`config.mk`:
```
export PLATFORM = sky130hd
export DESIGN_NAME = gqi_front_flat
export DESIGN_NICKNAME = d
export VERILOG_FILES = /design/src/sv/gqi_pkg.sv /design/src/sv/gqi_if.sv /design/src/sv/gqi_front.sv /design/src/flat_wrapper.sv
export SDC_FILE = /design/constraint.sdc
export NUM_CORES = 2
export LEC_CHECK = 0
export BUFFER_PORTS_ARGS = -buffer_cell sky130_fd_sc_hd__buf_2
export CORE_ASPECT_RATIO = 1.75
export CORE_MARGIN = 5
export CORE_UTILIZATION = 40
export CTS_CLUSTER_SIZE = 40
export DETAILED_ROUTE_END_ITERATION = 10
export PLACE_DENSITY = 0.57
export SYNTH_ARGS = -nofsm -noshare
export SYNTH_HDL_FRONTEND = slang
export SYNTH_SLANG_ARGS = --single-unit
```
`constraint.sdc`:
```
create_clock -name clk -period 14.6 [get_ports clk]
set_clock_uncertainty 0.1 [all_clocks]
set_input_delay 0.73 -clock clk [delete_from_list [all_inputs] [get_ports clk]]
set_output_delay 0.73 -clock clk [all_outputs]
set_load 0.02 [all_outputs]
```
`src/sv/gqi_pkg.sv`:
```
package gqi_pkg;

    localparam int RATE_W        = 24;
    localparam int ATT_W         = 32;
    localparam int STEP_W        = 24;
    localparam int SUM_W         = 48;
    localparam int RATE_FRAC_DEF = 16;
    localparam int QUAT_FRAC_DEF = 30;
    localparam int TAYLOR_TERMS  = 10;

    localparam logic [STEP_W-1:0] STEP_RESET = 24'd33554;
    localparam logic [34:0] TWO_PI_Q32  = 35'd26986075409;
    localparam logic [34:0] HALF_PI_Q32 = 35'd6746518852;
    localparam logic [34:0] PI_Q32      = 35'd13493037704;
    localparam logic [34:0] PI3_2_Q32   = 35'd20239556556;

    typedef logic [8:0]  tdiv_t;
    typedef logic [33:0] recip_t;

    localparam tdiv_t SIN_DIV [TAYLOR_TERMS] = '{
        9'd6, 9'd20, 9'd42, 9'd72, 9'd110, 9'd156, 9'd210, 9'd272, 9'd342, 9'd420};
    localparam tdiv_t COS_DIV [TAYLOR_TERMS] = '{
        9'd2, 9'd12, 9'd30, 9'd56, 9'd90, 9'd132, 9'd182, 9'd240, 9'd306, 9'd380};

    // floor(2^34 / divisor)
    localparam recip_t SIN_RECIP [TAYLOR_TERMS] = '{
        34'((64'd1 << 34) / 64'd6),   34'((64'd1 << 34) / 64'd20),
        34'((64'd1 << 34) / 64'd42),  34'((64'd1 << 34) / 64'd72),
        34'((64'd1 << 34) / 64'd110), 34'((64'd1 << 34) / 64'd156),
        34'((64'd1 << 34) / 64'd210), 34'((64'd1 << 34) / 64'd272),
        34'((64'd1 << 34) / 64'd342), 34'((64'd1 << 34) / 64'd420)};
    localparam recip_t COS_RECIP [TAYLOR_TERMS] = '{
        34'((64'd1 << 34) / 64'd2),   34'((64'd1 << 34) / 64'd12),
        34'((64'd1 << 34) / 64'd30),  34'((64'd1 << 34) / 64'd56),
        34'((64'd1 << 34) / 64'd90),  34'((64'd1 << 34) / 64'd132),
        34'((64'd1 << 34) / 64'd182), 34'((64'd1 << 34) / 64'd240),
        34'((64'd1 << 34) / 64'd306), 34'((64'd1 << 34) / 64'd380)};

    typedef struct packed {
        logic signed [RATE_W-1:0] rx;
        logic signed [RATE_W-1:0] ry;
        logic signed [RATE_W-1:0] rz;
        logic [SUM_W-1:0]         sum;
        logic                     zero;
    } gqi_item_t;

    typedef struct packed {
        logic full;
        logic empty;
    } q_stat_t;

    // sign of term k of Hamilton product component j
    function automatic logic ham_neg(input logic [1:0] j, input logic [1:0] k);
        logic r;
        unique case (j)
            2'd0:    r = (k != 2'd0);
            2'd1:    r = (k == 2'd3);
            2'd2:    r = (k == 2'd1);
            default: r = (k == 2'd2);
        endcase
        return r;
    endfunction

endpackage

```
`src/sv/gqi_if.sv`:
```
interface gqi_rate_if import gqi_pkg::*; ();
    logic                     valid;
    logic                     ready;
    logic signed [RATE_W-1:0] rate_x;
    logic signed [RATE_W-1:0] rate_y;
    logic signed [RATE_W-1:0] rate_z;

    modport source (output valid, output rate_x, output rate_y, output rate_z, input ready);
    modport sink   (input valid, input rate_x, input rate_y, input rate_z, output ready);
endinterface


```
`src/sv/gqi_front.sv`:
```
module gqi_front import gqi_pkg::*;
(
    input  logic       clk,
    input  logic       rst_n,
    gqi_rate_if.sink   sample,
    input  q_stat_t    q_stat,
    output logic       q_push,
    output gqi_item_t  q_item
);

    logic                     busy_reg, busy_next;
    logic [1:0]               cnt_reg, cnt_next;
    logic signed [RATE_W-1:0] rx_reg, ry_reg, rz_reg;
    logic [SUM_W-1:0]         sum_reg, sum_next;
    logic signed [RATE_W-1:0] sel;
    logic signed [SUM_W-1:0]  sq;
    logic                     take;

    assign sample.ready = !busy_reg;
    assign take         = sample.valid && !busy_reg;

    always_comb
    begin
        unique case (cnt_reg)
            2'd0:    sel = rx_reg;
            2'd1:    sel = ry_reg;
            default: sel = rz_reg;
        endcase
    end

    assign sq = sel * sel;

    assign q_push      = busy_reg && (cnt_reg == 2'd3) && !q_stat.full;
    assign q_item.rx   = rx_reg;
    assign q_item.ry   = ry_reg;
    assign q_item.rz   = rz_reg;
    assign q_item.sum  = sum_reg;
    assign q_item.zero = (sum_reg == '0);

    always_comb
    begin
        busy_next = busy_reg;
        cnt_next  = cnt_reg;
        sum_next  = sum_reg;
        if (take)
        begin
            busy_next = 1'b1;
            cnt_next  = 2'd0;
            sum_next  = '0;
        end
        else if (busy_reg && cnt_reg != 2'd3)
        begin
            sum_next = sum_reg + SUM_W'(sq);
            cnt_next = cnt_reg + 2'd1;
        end
        else if (q_push)
        begin
            busy_next = 1'b0;
        end
    end

    always_ff @(posedge clk or negedge rst_n)
    begin
        if (!rst_n)
        begin
            busy_reg <= 1'b0;
            cnt_reg  <= 2'd0;
        end
        else
        begin
            busy_reg <= busy_next;
            cnt_reg  <= cnt_next;
        end
    end

    always_ff @(posedge clk)
    begin
        sum_reg <= sum_next;
        if (take)
        begin
            rx_reg <= sample.rate_x;
            ry_reg <= sample.rate_y;
            rz_reg <= sample.rate_z;
        end
    end

endmodule

```
`src/flat_wrapper.sv`:
```
// flat-port wrapper written by rule: the top's interface ports become plain ports
module gqi_front_flat import gqi_pkg::*;
  (clk, rst_n, q_stat, q_push, q_item, sample_valid, sample_rate_x, sample_rate_y, sample_rate_z, sample_ready);
  gqi_rate_if sample_i ();
  input  logic clk;
  input  logic rst_n;
  input  q_stat_t q_stat;
  output logic q_push;
  output gqi_item_t q_item;
  input wire logic [$bits(sample_i.valid)-1:0] sample_valid;
  input wire logic [$bits(sample_i.rate_x)-1:0] sample_rate_x;
  input wire logic [$bits(sample_i.rate_y)-1:0] sample_rate_y;
  input wire logic [$bits(sample_i.rate_z)-1:0] sample_rate_z;
  output wire logic [$bits(sample_i.ready)-1:0] sample_ready;
  assign sample_i.valid = sample_valid;
  assign sample_i.rate_x = sample_rate_x;
  assign sample_i.rate_y = sample_rate_y;
  assign sample_i.rate_z = sample_rate_z;
  assign sample_ready = sample_i.ready;
  gqi_front u_core (.clk(clk), .rst_n(rst_n), .sample(sample_i), .q_stat(q_stat), .q_push(q_push), .q_item(q_item));
endmodule
```
# Yosys cells after proc, flatten, opt, wreduce, memory -nomap -nowiden
# Index checks and enable logic that the tools add are counted.
[classes] add_sub_neg=2 mul=1 n_eq_ne=4 mux=6 reduce_logical=11
[op_table] operator="adder 48 bit" count=1
[op_table] operator="zero test 48 bit" count=1
[op_table] operator="multiplier 24 x 24 -> 48 bit" count=1
[op_table] operator="case mux 24 bit (2 select lines)" count=1
[op_table] operator="logical AND 1 bit" count=4
[op_table] operator="2-to-1 mux 2 bit" count=2
[op_table] operator="nonzero test 2 bit" count=2
[op_table] operator="2-to-1 mux 1 bit" count=3
[op_table] operator="adder 2 x 1 -> 2 bit, second input constant" count=1
[op_table] operator="== test 2 x 1 -> 1 bit, second input constant" count=1
[op_table] operator="== test 2 bit, second input constant" count=1
[op_table] operator="zero test 1 bit" count=2
[op_table] operator="zero test 2 bit" count=1
[op_table] operator="!= test 2 x 1 -> 1 bit, second input constant" count=1
[op_table] operator="!= test 2 bit, second input constant" count=1
[op_table] operator="AND reduction 2 bit" count=1
[word_totals] regBits=123 in_bits=77 out_inout_bits=123 wordCells=30

# Depth between registers and ports, before layout
[logic_depth] ltp_word=6 depth_mapped=34 depth_no_buf=31

# Least setup slack after synthesis
# No wires, ideal clock.
[synth_timing] kind="flip-flop to flip-flop" start="register u_core.cnt_reg[0]" end="register u_core.sum_reg[45]" arrival_ps=7974 setup_slack_ps=6408 path_stages_with_launch=32 path_buffers=4 period_less_slack_ps=8192 path_cell_list="dfrtp_1 inv_1 ha_1 clkbuf_1 nor2_1 clkbuf_1 a21oi_1 inv_1 buf_2 nand2_1 inv_1 fa_1 fa_1 inv_1 fa_1 fa_1 inv_1 fa_1 fa_1 inv_1 fa_1 inv_1 ha_1 clkbuf_2 nand2_1 o21ai_0 a21oi_1 a31o_2 o32ai_2 o21a_1 o21ai_0 a32o_1"
[synth_via] elab_chain_cells=4 elab_cells_between_ends=7 cone_classes="add/sub: 1; mul: 1; eq/ne: 2; mux: 1; reduce/logical: 2"
[synth_lines] element="from (decl)" line="gqi_front.sv:12" rtl="logic [1:0] cnt_reg, cnt_next;"
[synth_lines] element="from (signal assigned)" line="gqi_front.sv:72" rtl="cnt_reg <= cnt_next;"
[synth_lines] element="== test 2 x 1 -> 1 bit or zero test 2 bit (tied branches)" line="gqi_front.sv:24" rtl="unique case (cnt_reg)"
[synth_lines] element="case mux 24 bit (2 select lines)" line="gqi_front.sv:24"
[synth_lines] element="multiplier 24 x 24 -> 48 bit" line="gqi_front.sv:31" rtl="assign sq = sel * sel;"
[synth_lines] element="adder 48 bit" line="gqi_front.sv:53" rtl="sum_next = sum_reg + SUM_W'(sq);"
[synth_lines] element="to (signal assigned)" line="gqi_front.sv:78" rtl="sum_reg <= sum_next;"
[synth_lines] element="to (decl)" line="gqi_front.sv:14" rtl="logic [SUM_W-1:0] sum_reg, sum_next;"
# Parallel ways exist; a longest one is shown, timed or not.
# A chain may end at the register's enable or synchronous reset.

# Final worst setup path
[layout_timing] start="register u_core.cnt_reg[0]" end="register u_core.sum_reg[31]"
# The elaborated chain is that of the path after synthesis.

==> results.yml <==
clock_network:
  cts.sinks: 123
  cts_resized: 0
  insertion_delay_ns: 0.46
  path_clk_slew_ns: 0.07
  h-tree-depth: 4
  cts_tree: "yes"
  cts_buffer_depth: 2
  cts_root_buffer: "clkbuf_16"
  cts_buffers: 17
setup_path:
  r2r_start: "u_core.cnt_reg[0]"
  cp.arrival_ns: 10.23
  cp.required_ns: 14.82
  cp_max_fo: 25
  reg2regPathDepth: 29
  slowest_stage: "a311oi_1"
  cpMostUsedCell: "fa_1"
  cp_slowest_stage_delay_ns: 0.75
  rr_endpoint: "u_core.sum_reg[31]"
  crit_path_start_kind: "register"
  end_kind: "register"
  reg2reg_slack_ns: 4.59
  crit_type: "register to register"
global_routing:
  gr-total-overflow: 0
  antenna_found_initial: 3
  grt_max_degree: 73
  grt_pass1_wl_um: 120000
  grt_pass1_vias: 21400
  track_usage_pct: 23.6
flow_run:
  drv_cap: 0
route:
  dr.pass1.iters: 5
  drt-initial-drc-count: 849
  wl_per_cell_um: 21.7
  routed_wl_um: 76100
  drc: 0
  via_per_inst: 5.17
  vias: 18200
  final_antenna_net_count: 0
placement:
  hpwl_um: 63500
  gp_congestion: 0.941
  place_area_um2: 26800
  place_ws_ns: 4.67
  dp.cells: 3477
  io_buffers: 198
die:
  fp.dieW_um: 198
  io_pins: 200
  rows: 120
  core_um2: 61400
  die_area_um2: 67300
  initial_utilization_pct: 40.4
  chipHeight_um: 340
cells_and_area:
  ff_latch_area_um2: 3200
  multi_input_area_um2: 18500
  fin_area_um2: 27400
  syn_to_final_growth_pct: 10.3
  drive_above_1_share_pct: 11.1
  final_cells: 3512
  fin_nets: 3545
  largest_register_ff_count: 48
  final.fill_count: 5916
sta:
  slew_viol_final: 0
  fin_ws_ns: 4.59
  slew_headroom_pct: 13.1
  fin_crit_ns: 10.01
  finalHoldViolCount: 0
  tns_ns: 0
  fmax_mhz: 99.9
  setup_viol: 0
  fin_crit_sh_pct: 68.6
  rsz0062_at_grt: "no"
  worst_pin_slew_ns: 1.29
synth:
  yosysSeqAreaShare_pct: 12.9
  yosys_warnings: 0
  synth_area_um2: 24800
  avgSynthCellArea_um2: 9.83
  netlist_instances: 2525
  synth_edf_count: 72
  ys_types: 80
  synthMostInstantiatedCell: "inv_1"
  yosys-top-cells-area: "fa_1 (48%), inv_1 (11%), edfxtp_1 (8.7%), ha_1 (8.3%), dfxtp_1 (3.9%)"
  syn_nets: 3366
  synth.top_cells.by_count: "inv_1 (756), fa_1 (600), nand2_1 (255), ha_1 (164), nor2_1 (138)"
  synth_top_cell_by_area: "fa_1"
  synth-seq-cells: 123
  synthArstFlopShare_pct: 2.44
  ys_dominant_reg_cell: "edfxtp_1"
  synth.top_cell.area_share_pct: 48.4
status:
  outcome: "finished, final reports clean"
min_path:
  hold_depth: 1
  whs_endpoint: "u_core.ry_reg[23]"
  min-delay-start: "sample_rate_y[23]"
  min_path_type: "input port to register"
-- cells in the final DEF, fill, tap and decap left out, types with 9 or more instances in the layout --
master / instances
dfxtp_1: 48
nand3_1: 17
a22o_1: 25
a21o_1: 32
a22oi_1: 9
o21ai_0: 58
buf_2: 198
nor4_1: 14
buf_4: 35
xnor2_1: 38
nor3_1: 10
ha_1: 164
nand2_1: 255
inv_1: 756
xor2_1: 14
edfxtp_1: 72
a21oi_1: 50
nor2_1: 136
fa_1: 600
clkbuf_16: 17
-- cell type report --
class / count / share of cell area (%)
Clock buffer: 17 / 1.55
Antenna cell: 2 / 0.0183
Timing Repair Buffer: 234 / 4.62
Inverter: 762 / 10.4
Tap cell: 793 / 3.62
Sequential cell: 123 / 11.7
Multi-Input combinational cell: 1566 / 67.4
Clock inverter: 15 / 0.617
-- worst max path at each step --
stage	start	cells past startpoint	slack (ns)	to
after floorplan	u_core.cnt_reg[0]	31	6.41	u_core.sum_reg[45]
after global placement	u_core.cnt_reg[0]	29	4.79	u_core.sum_reg[31]
after detailed placement	u_core.cnt_reg[0]	29	4.67	u_core.sum_reg[31]
after CTS	u_core.cnt_reg[0]	29	4.63	u_core.sum_reg[31]
after global routing	u_core.cnt_reg[0]	29	4.11	u_core.sum_reg[31]
final	u_core.cnt_reg[0]	29	4.59	u_core.sum_reg[31]
-- per-layer routing --
layer / routed length (um) / GRT usage (%)
met3: 3700 / 3.51
met2: 40900 / 43.2
met5: 0 / 0
met4: 6080 / 15.0
met1: 25400 / 24.8
-- logic make-up (layout without fill, tap and decap cells) --
logic type / Yosys count / in the layout / synth area share, %
flops: 123 / 123 / 12.9
fa+ha+maj: 764 / 764 / 56.7
simple gates: 488 / 488 / 8.37
buf+inv: 836 / 1028 / 12.8
compound gates: 262 / 262 / 7.43
other cells: 0 / 2 / 0
xor+xnor: 52 / 52 / 1.83
-- what timing repair did --
action                    4_1_cts  5_1_grt
setup buffers                   0        0
hold endpoints to repair        3        0
hold buffers                    1        0
-- through the flow --
stage	util, %	hold WS (ns)
global route	44.6	0.323
finish	44.6	0.342
floorplan	-	0.334
global placement	43.6	0.397
CTS	44.6	0.307
detailed placement	43.6	0.393
-- critical path, delay by kind of cell (launching register included) --
| family | cells | cell delay (ns) |
|---|---|---|
| compound gates | 9 | 2.59 |
| xor+xnor | 1 | 0.18 |
| fa+ha+maj | 9 | 3.92 |
| buf+inv | 8 | 1.59 |
| flops | 1 | 0.41 |
| simple gates | 2 | 1.01 |
Power is not shown: default switching activity piles up to over one toggle a cycle in this logic, so the estimate is an artifact.
