$ cat config.mk
export PLATFORM = sky130hd
export DESIGN_NAME = gqi_queue
export DESIGN_NICKNAME = d
export VERILOG_FILES = /design/src/sv/gqi_pkg.sv /design/src/sv/gqi_queue.sv
export SDC_FILE = /design/constraint.sdc
export NUM_CORES = 1
export LEC_CHECK = 0
export BUFFER_PORTS_ARGS = -buffer_cell sky130_fd_sc_hd__buf_2
export CAP_MARGIN = 15
export CORE_ASPECT_RATIO = 0.7
export CORE_UTILIZATION = 56
export CTS_BUF_LIST = sky130_fd_sc_hd__clkbuf_8 sky130_fd_sc_hd__clkbuf_16
export DETAILED_ROUTE_END_ITERATION = 12
export GPL_TIMING_DRIVEN = 0
export PLACE_DENSITY_LB_ADDON = 0.05
export SETUP_SLACK_MARGIN = 0.15
export SLEW_MARGIN = 40
export SYNTH_ARGS = -nofsm -noshare
export SYNTH_HDL_FRONTEND = slang
export SYNTH_SLANG_ARGS = --single-unit
$ cat constraint.sdc
create_clock -name clk -period 11.05 [get_ports clk]
set_input_delay 1.105 -clock clk [delete_from_list [all_inputs] [get_ports clk]]
set_output_delay 1.105 -clock clk [all_outputs]
set_load 0.01 [all_outputs]
$ cat src/sv/gqi_pkg.sv
package gqi_pkg;

    localparam int RATE_W        = 24;
    localparam int ATT_W         = 32;
    localparam int STEP_W        = 24;
    localparam int SUM_W         = 48;
    localparam int RATE_FRAC_DEF = 16;
    localparam int QUAT_FRAC_DEF = 30;
    localparam int TAYLOR_TERMS  = 10;

    localparam logic [STEP_W-1:0] STEP_RESET = 24'd33554;
    localparam logic [34:0] TWO_PI_Q32  = 35'd26986075409;
    localparam logic [34:0] HALF_PI_Q32 = 35'd6746518852;
    localparam logic [34:0] PI_Q32      = 35'd13493037704;
    localparam logic [34:0] PI3_2_Q32   = 35'd20239556556;

    typedef logic [8:0]  tdiv_t;
    typedef logic [33:0] recip_t;

    localparam tdiv_t SIN_DIV [TAYLOR_TERMS] = '{
        9'd6, 9'd20, 9'd42, 9'd72, 9'd110, 9'd156, 9'd210, 9'd272, 9'd342, 9'd420};
    localparam tdiv_t COS_DIV [TAYLOR_TERMS] = '{
        9'd2, 9'd12, 9'd30, 9'd56, 9'd90, 9'd132, 9'd182, 9'd240, 9'd306, 9'd380};

    // floor(2^34 / divisor)
    localparam recip_t SIN_RECIP [TAYLOR_TERMS] = '{
        34'((64'd1 << 34) / 64'd6),   34'((64'd1 << 34) / 64'd20),
        34'((64'd1 << 34) / 64'd42),  34'((64'd1 << 34) / 64'd72),
        34'((64'd1 << 34) / 64'd110), 34'((64'd1 << 34) / 64'd156),
        34'((64'd1 << 34) / 64'd210), 34'((64'd1 << 34) / 64'd272),
        34'((64'd1 << 34) / 64'd342), 34'((64'd1 << 34) / 64'd420)};
    localparam recip_t COS_RECIP [TAYLOR_TERMS] = '{
        34'((64'd1 << 34) / 64'd2),   34'((64'd1 << 34) / 64'd12),
        34'((64'd1 << 34) / 64'd30),  34'((64'd1 << 34) / 64'd56),
        34'((64'd1 << 34) / 64'd90),  34'((64'd1 << 34) / 64'd132),
        34'((64'd1 << 34) / 64'd182), 34'((64'd1 << 34) / 64'd240),
        34'((64'd1 << 34) / 64'd306), 34'((64'd1 << 34) / 64'd380)};

    typedef struct packed {
        logic signed [RATE_W-1:0] rx;
        logic signed [RATE_W-1:0] ry;
        logic signed [RATE_W-1:0] rz;
        logic [SUM_W-1:0]         sum;
        logic                     zero;
    } gqi_item_t;

    typedef struct packed {
        logic full;
        logic empty;
    } q_stat_t;

    // sign of term k of Hamilton product component j
    function automatic logic ham_neg(input logic [1:0] j, input logic [1:0] k);
        logic r;
        unique case (j)
            2'd0:    r = (k != 2'd0);
            2'd1:    r = (k == 2'd3);
            2'd2:    r = (k == 2'd1);
            default: r = (k == 2'd2);
        endcase
        return r;
    endfunction

endpackage

$ cat src/sv/gqi_queue.sv
module gqi_queue import gqi_pkg::*;
(
    input  logic      clk,
    input  logic      rst_n,
    input  logic      push,
    input  gqi_item_t push_data,
    input  logic      pop,
    output gqi_item_t pop_data,
    output q_stat_t   stat
);

    gqi_item_t  mem [2];
    logic       wp_reg, rp_reg;
    logic [1:0] cnt_reg;
    logic       do_push, do_pop;

    assign stat.full  = (cnt_reg == 2'd2);
    assign stat.empty = (cnt_reg == 2'd0);
    assign do_push    = push && !stat.full;
    assign do_pop     = pop && !stat.empty;
    assign pop_data   = mem[rp_reg];

    always_ff @(posedge clk or negedge rst_n)
    begin
        if (!rst_n)
        begin
            wp_reg  <= 1'b0;
            rp_reg  <= 1'b0;
            cnt_reg <= 2'd0;
        end
        else
        begin
            if (do_push)
                wp_reg <= !wp_reg;
            if (do_pop)
                rp_reg <= !rp_reg;
            cnt_reg <= cnt_reg + {1'b0, do_push} - {1'b0, do_pop};
        end
    end

    always_ff @(posedge clk)
    begin
        if (do_push)
            mem[wp_reg] <= push_data;
    end

endmodule

[Word-level counts from Yosys, hierarchy flattened]
Memories as Yosys holds them, arrays and structs flattened.
Cells that the tools add are included.
Word-level totals
  memories kept: 1
  input port bits: 125
  bits in registers: 4
  word-level logic and storage cells: 16
  memory bits (writable): 242
Memories
  mem: words 2, bits a word 121, rd ports 1, clocked after memory_dff 0, write ports 1, line gqi_queue.sv:12  | gqi_item_t mem [2];
Operators by class
  add/sub/neg operators: 2
  multiplexer cells: 2
  equal/unequal tests: 1
  reductions and logical operators: 7
Operators by type and width (count)
  $logic_not A1 Y1: 4
  $add A2 B1 Y2: 1
  $eq A2 B2 Y1 const B: 1
  $logic_and A1 B1 Y1: 2
  $logic_not A2 Y1: 1
  $mux W1: 2
  $sub A2 B1 Y2: 1

[Depth between registers and ports, before layout]
Gate-level depths: netlist of the first run.
  word-level depth: 5
  gate-level depth with buffers: 7
  gate-level depth less buffers: 7

[Worst setup path before layout of the first run]
No wires, ideal clock.
  kind: input to register
  start point: input port push
  end point: memory mem[0][0] (netlist bit) (enable)
  setup slack: 4.219 ns
  arrival: 6.229 ns
  path buffers: 0
  data required time: 10.448 ns
  stages on the path: 2
  setup time: 0.602 ns
  cells stage by stage: nand2_1 nor2_1
On the way
  longest elaborated chain between the ends: 3
Ends and longest elaborated chain
  start, declared: line gqi_queue.sv:5  | input logic push,
  $logic_and A1 B1 Y1: line gqi_queue.sv:19  | assign do_push = push && !stat.full;
  $mux W1: line gqi_queue.sv:43  | if (do_push)
  $mux W1 (implied by the code): line gqi_queue.sv:44  | mem[wp_reg] <= push_data;
  end, declared: line gqi_queue.sv:12
No other way between the ends.

==> impl_metrics.yaml, run 1 <==
synthesis:
  synth_nets: 522
  synthTopCellsByArea: "edfxtp_1, mux2_4, mux2_2, buf_6, dfrtp_1"
  postSynthAreaPerCell_um2: 23.45
  yosysMostFrequentCell: "edfxtp_1"
  synth_enable_flop_cells: 242
  yosysWarnings: 0
  synth_area_leader_cell: "edfxtp_1"
  synth_flop_cell: "edfxtp_1"
  ys_ff_latch: 246
  ys_seq_area_frac: 0.7952
  syn-cell-area_um2: 9264
  yosys-top-cells-count: "edfxtp_1, mux2_4, mux2_2, buf_6"
  synth_top_area_frac: 0.7844
  yosysUniqueCellTypes: 16
  async_flop_share: 0.01626
  syn_inst: 395
global_route:
  track_usage: 0.1913
  grt_max_degree: 37
  first_global_vias: 4691
  grt_pass1_wl_um: 24430
  grt_overflow: 0
  antenna_found_initial: 0
die:
  dieHeight_um: 109.6
  start_util: 0.5851
  dieArea_um2: 17070
  io_pins: 248
  die_w_um: 155.7
  core_um2: 15830
  num_rows: 38
sta:
  max-slew-margin-rel: 0.6722
  max_freq_mhz: 345.5
  hold_viol_final: 0
  min_period_ns: 2.894
  rsz0062_at_grt: "no"
  setup_tns_ns: 0
  tightest_slew_ns: 0.4905
  period_share: 0.2619
  fin_skew_ns: 0.01113
  slew_viol_final: 0
  setup_viol: 0
place:
  globalplace.congestion: 0.7112
  dp.cells: 872
  hpwl_um: 11590
  portBuffers: 247
cells_and_area:
  finalNetCount: 804
  fillers: 1011
  drive_above_1_share: 0.6104
  fin_cells: 915
  largest_reg_flops: 242
  area_growth_pct: 26.26
power_and_ir_drop:
  p_leak_nw: 4.676
  power_density_nw_per_um2: 264.9
  vdd_drop_max_v: 0.0002113
job:
  cap_violations: 0
setup_path:
  crit_required_ns: 9.95
  critPathMaxFanout: 10
  end_kind: "output pin"
  worstPathArrival_ns: 1.79
  r2r_cells: 6
  critPathLaunchType: "flip-flop"
  critPathKind: "reg2out"
route:
  via_per_inst: 5.043
  wl_um: 16590
  dr_total_vias: 4614
  antenna_left: 0
  drc: 0
  drtIter0Drc: 218
  drt_first_pass_iters: 4
  routedWlPerCell_um: 18.13
clocking:
  cts_buffers: 23
  postCtsSetupBuffers: 0
  cts_tree: "done"
  clock_path_buffers: 3
  clk_latency_ns: 0.50
  cts_resized: 0
  cts.reportedPaths.clkPinSlew_ns: 0.06
  cts-root-buf: "clkbuf_16"
  clock-sinks: 246
  h-tree-depth: 1
  hold_buffers: 0
min_path:
  min_path_type: "in2async"
outcome:
  outcome: "finished clean"
## area by class of cell
cell class	count	area, um^2	share of cell area
antenna	2	5.005	0.0004279
buffer	14	136.4	0.01166
clock buffer	23	575.6	0.04921
clock inverter	18	103.9	0.008879
inverter	2	7.507	0.0006418
multi-input combinational	133	1765	0.1509
sequential	246	7367	0.6299
tap	220	275.3	0.02353
timing repair buffer	257	1460	0.1248
## cell families (layout without fill, tap and decap cells)
family	Yosys count	after routing	synth area share
adder cells (fa/ha/maj)	2	2	0.002701
multiplexers	121	121	0.1795
AND/OR/NAND/NOR	6	6	0.003243
flip-flops	246	246	0.7952
XOR/XNOR	4	4	0.003782
buffers and inverters	16	314	0.01553
other	0	2	0
## worst paths after layout
check | startpoint | endpoint | slack [ns]
worst min register to register | cnt_reg[1] | cnt_reg[1] | 0.50
worst max-delay path | rp_reg | pop_data[40] | 8.16
worst min-delay path | rst_n | cnt_reg[0] | 0.40
min in group clk | cnt_reg[1] | cnt_reg[1] | 0.50
max in group asynchronous | rst_n | cnt_reg[1] | 10.53
worst max register to register | cnt_reg[1] | mem[0][57] | 9.02
## cell usage in the layout, fill, tap and decap left out, drive strengths merged
cell    count
dfrtp       4
ha          2
xnor2       3
xor2        1
clkinv     10
and3        1
clkbuf     23
inv         9
nand2       1
buf       271
nor2b       1
nor2        2
diode       2
bufinv      1
edfxtp    242
mux2      121
nand2b      1
## power breakdown
part           internal, W  switching [W]
Clock             0.000400       0.000312
Combinational     0.000542       0.000522
Sequential         0.00127      0.0000500
Total              0.00222       0.000883
## layer usage
metal / wire, um / vias up / track usage / share of wire
li1: - / 2146 / - / -
met1: 6486 / 2278 / 0.2268 / 0.39
met2: 8354 / 168 / 0.3347 / 0.50
met3: 1448 / 22 / 0.06819 / 0.087
met4: 295 / 0 / 0.05112 / 0.018
met5: 0 / - / 0 / 0
## critical path, cell delays in order, from the launching register on
cell	delay, ns
dfrtp_1	0.34
buf_6	0.11
buf_8	0.17
buf_6	0.20
mux2_4	0.31
buf_2	0.15
## metrics by stage
stage | util | hold WS (ns) | power (W) | setup slack [ns] | area [um^2]
2_1_floorplan | - | 0.4608 | 0.002045 | 4.219 | 9264
3_3_place_gp | 0.6806 | 0.4772 | 0.002384 | 1.570 | 10780
3_5_place_dp | 0.6955 | 0.4850 | 0.002421 | 8.369 | 11010
4_1_cts | 0.7384 | 0.3808 | 0.003138 | 8.118 | 11690
5_1_grt | 0.7384 | 0.3868 | 0.003242 | 8.089 | 11690
6_report | 0.7387 | 0.3966 | 0.003099 | 8.156 | 11700
Note: power is estimated with default switching activity, not from simulation.
==> inputs of run 2 (changes only) <==
Settings changed: ABC_AREA set to 1, CORE_UTILIZATION 56 to 52.
Clock period 11.05 ns to 2.87 ns, I/O delays scaled along.
==> impl_metrics.yaml, run 2 <==
clocking:
  cts-root-buf: "clkbuf_16"
  cts_tree: "done"
  h-tree-depth: 1
  cts_buffers: 24
  clk_latency_ns: 0.50
  clock_path_buffers: 3
  clock-sinks: 246
  cts.reportedPaths.clkPinSlew_ns: 0.06
setup_path:
  crit_required_ns: 2.58
  worstPathArrival_ns: 1.77
  critPathMaxFanout: 10
  critPathLaunchType: "flip-flop"
  end_kind: "output pin"
  critPathKind: "reg2out"
die:
  die_w_um: 159.8
  core_um2: 16690
  io_pins: 248
  dieArea_um2: 17980
  num_rows: 39
  dieHeight_um: 112.5
  start_util: 0.5434
power_and_ir_drop:
  p_leak_nw: 5.642
  fin_total_pwr_w: 0.01238
  vdd_drop_max_v: 0.0006227
  power_density_nw_per_um2: 960.4
sta:
  setup_viol: 0
  slew_viol_final: 0
  period_share: 0.7167
  rsz0062_at_grt: "no"
  max-slew-margin-rel: 0.6002
  tightest_slew_ns: 0.5983
  hold_viol_final: 0
  min_period_ns: 2.057
  max_freq_mhz: 486.1
  setup_tns_ns: 0
  whs_ns: 0.05347
  fin_skew_ns: 0.007082
route:
  dr_total_vias: 6287
  via_per_inst: 4.770
  antenna_left: 0
  drc: 0
  drtIter0Drc: 501
  drt_first_pass_iters: 5
  wl_um: 20890
  routedWlPerCell_um: 15.85
synthesis:
  postSynthAreaPerCell_um2: 13.62
  syn_inst: 666
  yosysUniqueCellTypes: 11
  yosys-top-cells-count: "nand2_1, edfxtp_1, buf_2, buf_6, inv_1"
  syn-cell-area_um2: 9069
  synth_nets: 793
  ys_ff_latch: 246
  synth_enable_flop_cells: 242
  synth_flop_cell: "edfxtp_1"
  synthTopCellsByArea: "edfxtp_1, nand2_1, buf_6, dfrtp_1, buf_2"
  yosysMostFrequentCell: "nand2_1"
  synth_top_area_frac: 0.8013
  ys_seq_area_frac: 0.8124
  synth_area_leader_cell: "edfxtp_1"
  async_flop_share: 0.01626
  yosysWarnings: 0
global_route:
  first_global_vias: 6432
  grt_max_degree: 24
  antenna_found_initial: 0
  track_usage: 0.2327
  grt_pass1_wl_um: 32460
  grt_overflow: 0
cells_and_area:
  drive_above_1_share: 0.2995
  area_growth_pct: 42.19
  fin_util: 0.7727
  final_cell_mix: "nand2_1, buf_2, edfxtp_1, dlygate4sd3_1, clkbuf_16"
  fillers: 1060
  largest_reg_flops: 242
  fin_area_um2: 12890
  finalNetCount: 1201
  mostFrequentLayoutCell: "nand2_1"
outcome:
  outcome: "finished clean"
place:
  globalplace.congestion: 0.7829
  hpwl_um: 13260
  placed_cell_area_um2: 10930
  portBuffers: 247
min_path:
  min_path_type: "in2reg"
job:
  cap_violations: 0
==> run 2: changes by cell type after synthesis, sizes merged, moves of 3 or more <==
cell,change
nand2,+375
mux2,-121
buf,+13
inv,+9
xnor2,-3
nand3,+3
==> run 2: layout make-up <==
cell class,instances,area [um^2],area share
inverters,11,47.55,0.003687
multi-input cells,382,1473,0.1142
clock inverters,19,112.6,0.008733
flip-flops and latches,246,7367,0.5713
diodes,1,2.502,0.0001941
well taps,225,281.5,0.02183
clock buffers,25,625.6,0.04852
repair buffers,382,2783,0.2158
plain buffers,27,202.7,0.01572
==> run 2: through the flow <==
step | setup WS, ns | instances
finish | 0.8130 | 1318
global route | 0.6994 | 1317
CTS | 0.7840 | 1317
detailed placement | 0.8060 | 1151
global placement | -0.8755 | 1138
floorplan | 0.1005 | 666
==> run 2: path summary, 6_finish.rpt <==
| kind | startpoint | end | slack, ns | cells past startpoint |
|---|---|---|---|---|
| hold reg to reg | wp_reg | wp_reg | 0.48 | 2 |
| setup reg to reg | cnt_reg[0] | mem[1][117] | 0.86 | 7 |
| setup / recovery | rp_reg | pop_data[73] | 0.81 | 7 |
| hold / removal | pop | rp_reg | 0.05 | 3 |
| min in group asynchronous | rst_n | wp_reg | 0.15 | 2 |
| max in group asynchronous | rst_n | rp_reg | 2.59 | 2 |
==> run 2: timing repair <==
action | in CTS | in global routing
endpoints found under the hold margin | 246 | 0
gates resized for setup | 0 | 0
hold buffers | 122 | 0
setup buffers | 0 | 0
==> run 2: metal layers <==
metal / global-route usage / routed length (um) / vias to the layer above
li1: - / - / 3076
met1: 0.2892 / 8413 / 2983
met2: 0.4131 / 10630 / 209
met3: 0.06024 / 1602 / 19
met4: 0.05143 / 244 / 0
met5: 0 / 0 / -
==> run 2: cells by family (layout without fill, tap and decap cells) <==
| family | Yosys count | count (layout) | share of synthesized area |
|---|---|---|---|
| AND/OR/NAND/NOR | 380 | 380 | 0.1577 |
| flip-flops | 246 | 246 | 0.8124 |
| buffers and inverters | 38 | 464 | 0.02718 |
| adder cells (fa/ha/maj) | 2 | 2 | 0.002759 |
| other | 0 | 1 | 0 |
==> run 2: critical path, cell delays in order, from the launching register on <==
cell and delay, ns:
dfrtp_1 0.36, buf_4 0.17, inv_4 0.09, buf_6 0.19
buf_6 0.16, nand2_1 0.06, nand2_1 0.08, buf_2 0.15
==> run 2: power by group <==
| group | total, W | leakage (nW) | switching [W] | internal [W] |
|---|---|---|---|---|
| Sequential | 0.00507 | 2.30 | 0.000184 | 0.00489 |
| Clock | 0.00292 | 0.382 | 0.00125 | 0.00166 |
| Combinational | 0.00440 | 2.96 | 0.00270 | 0.00170 |
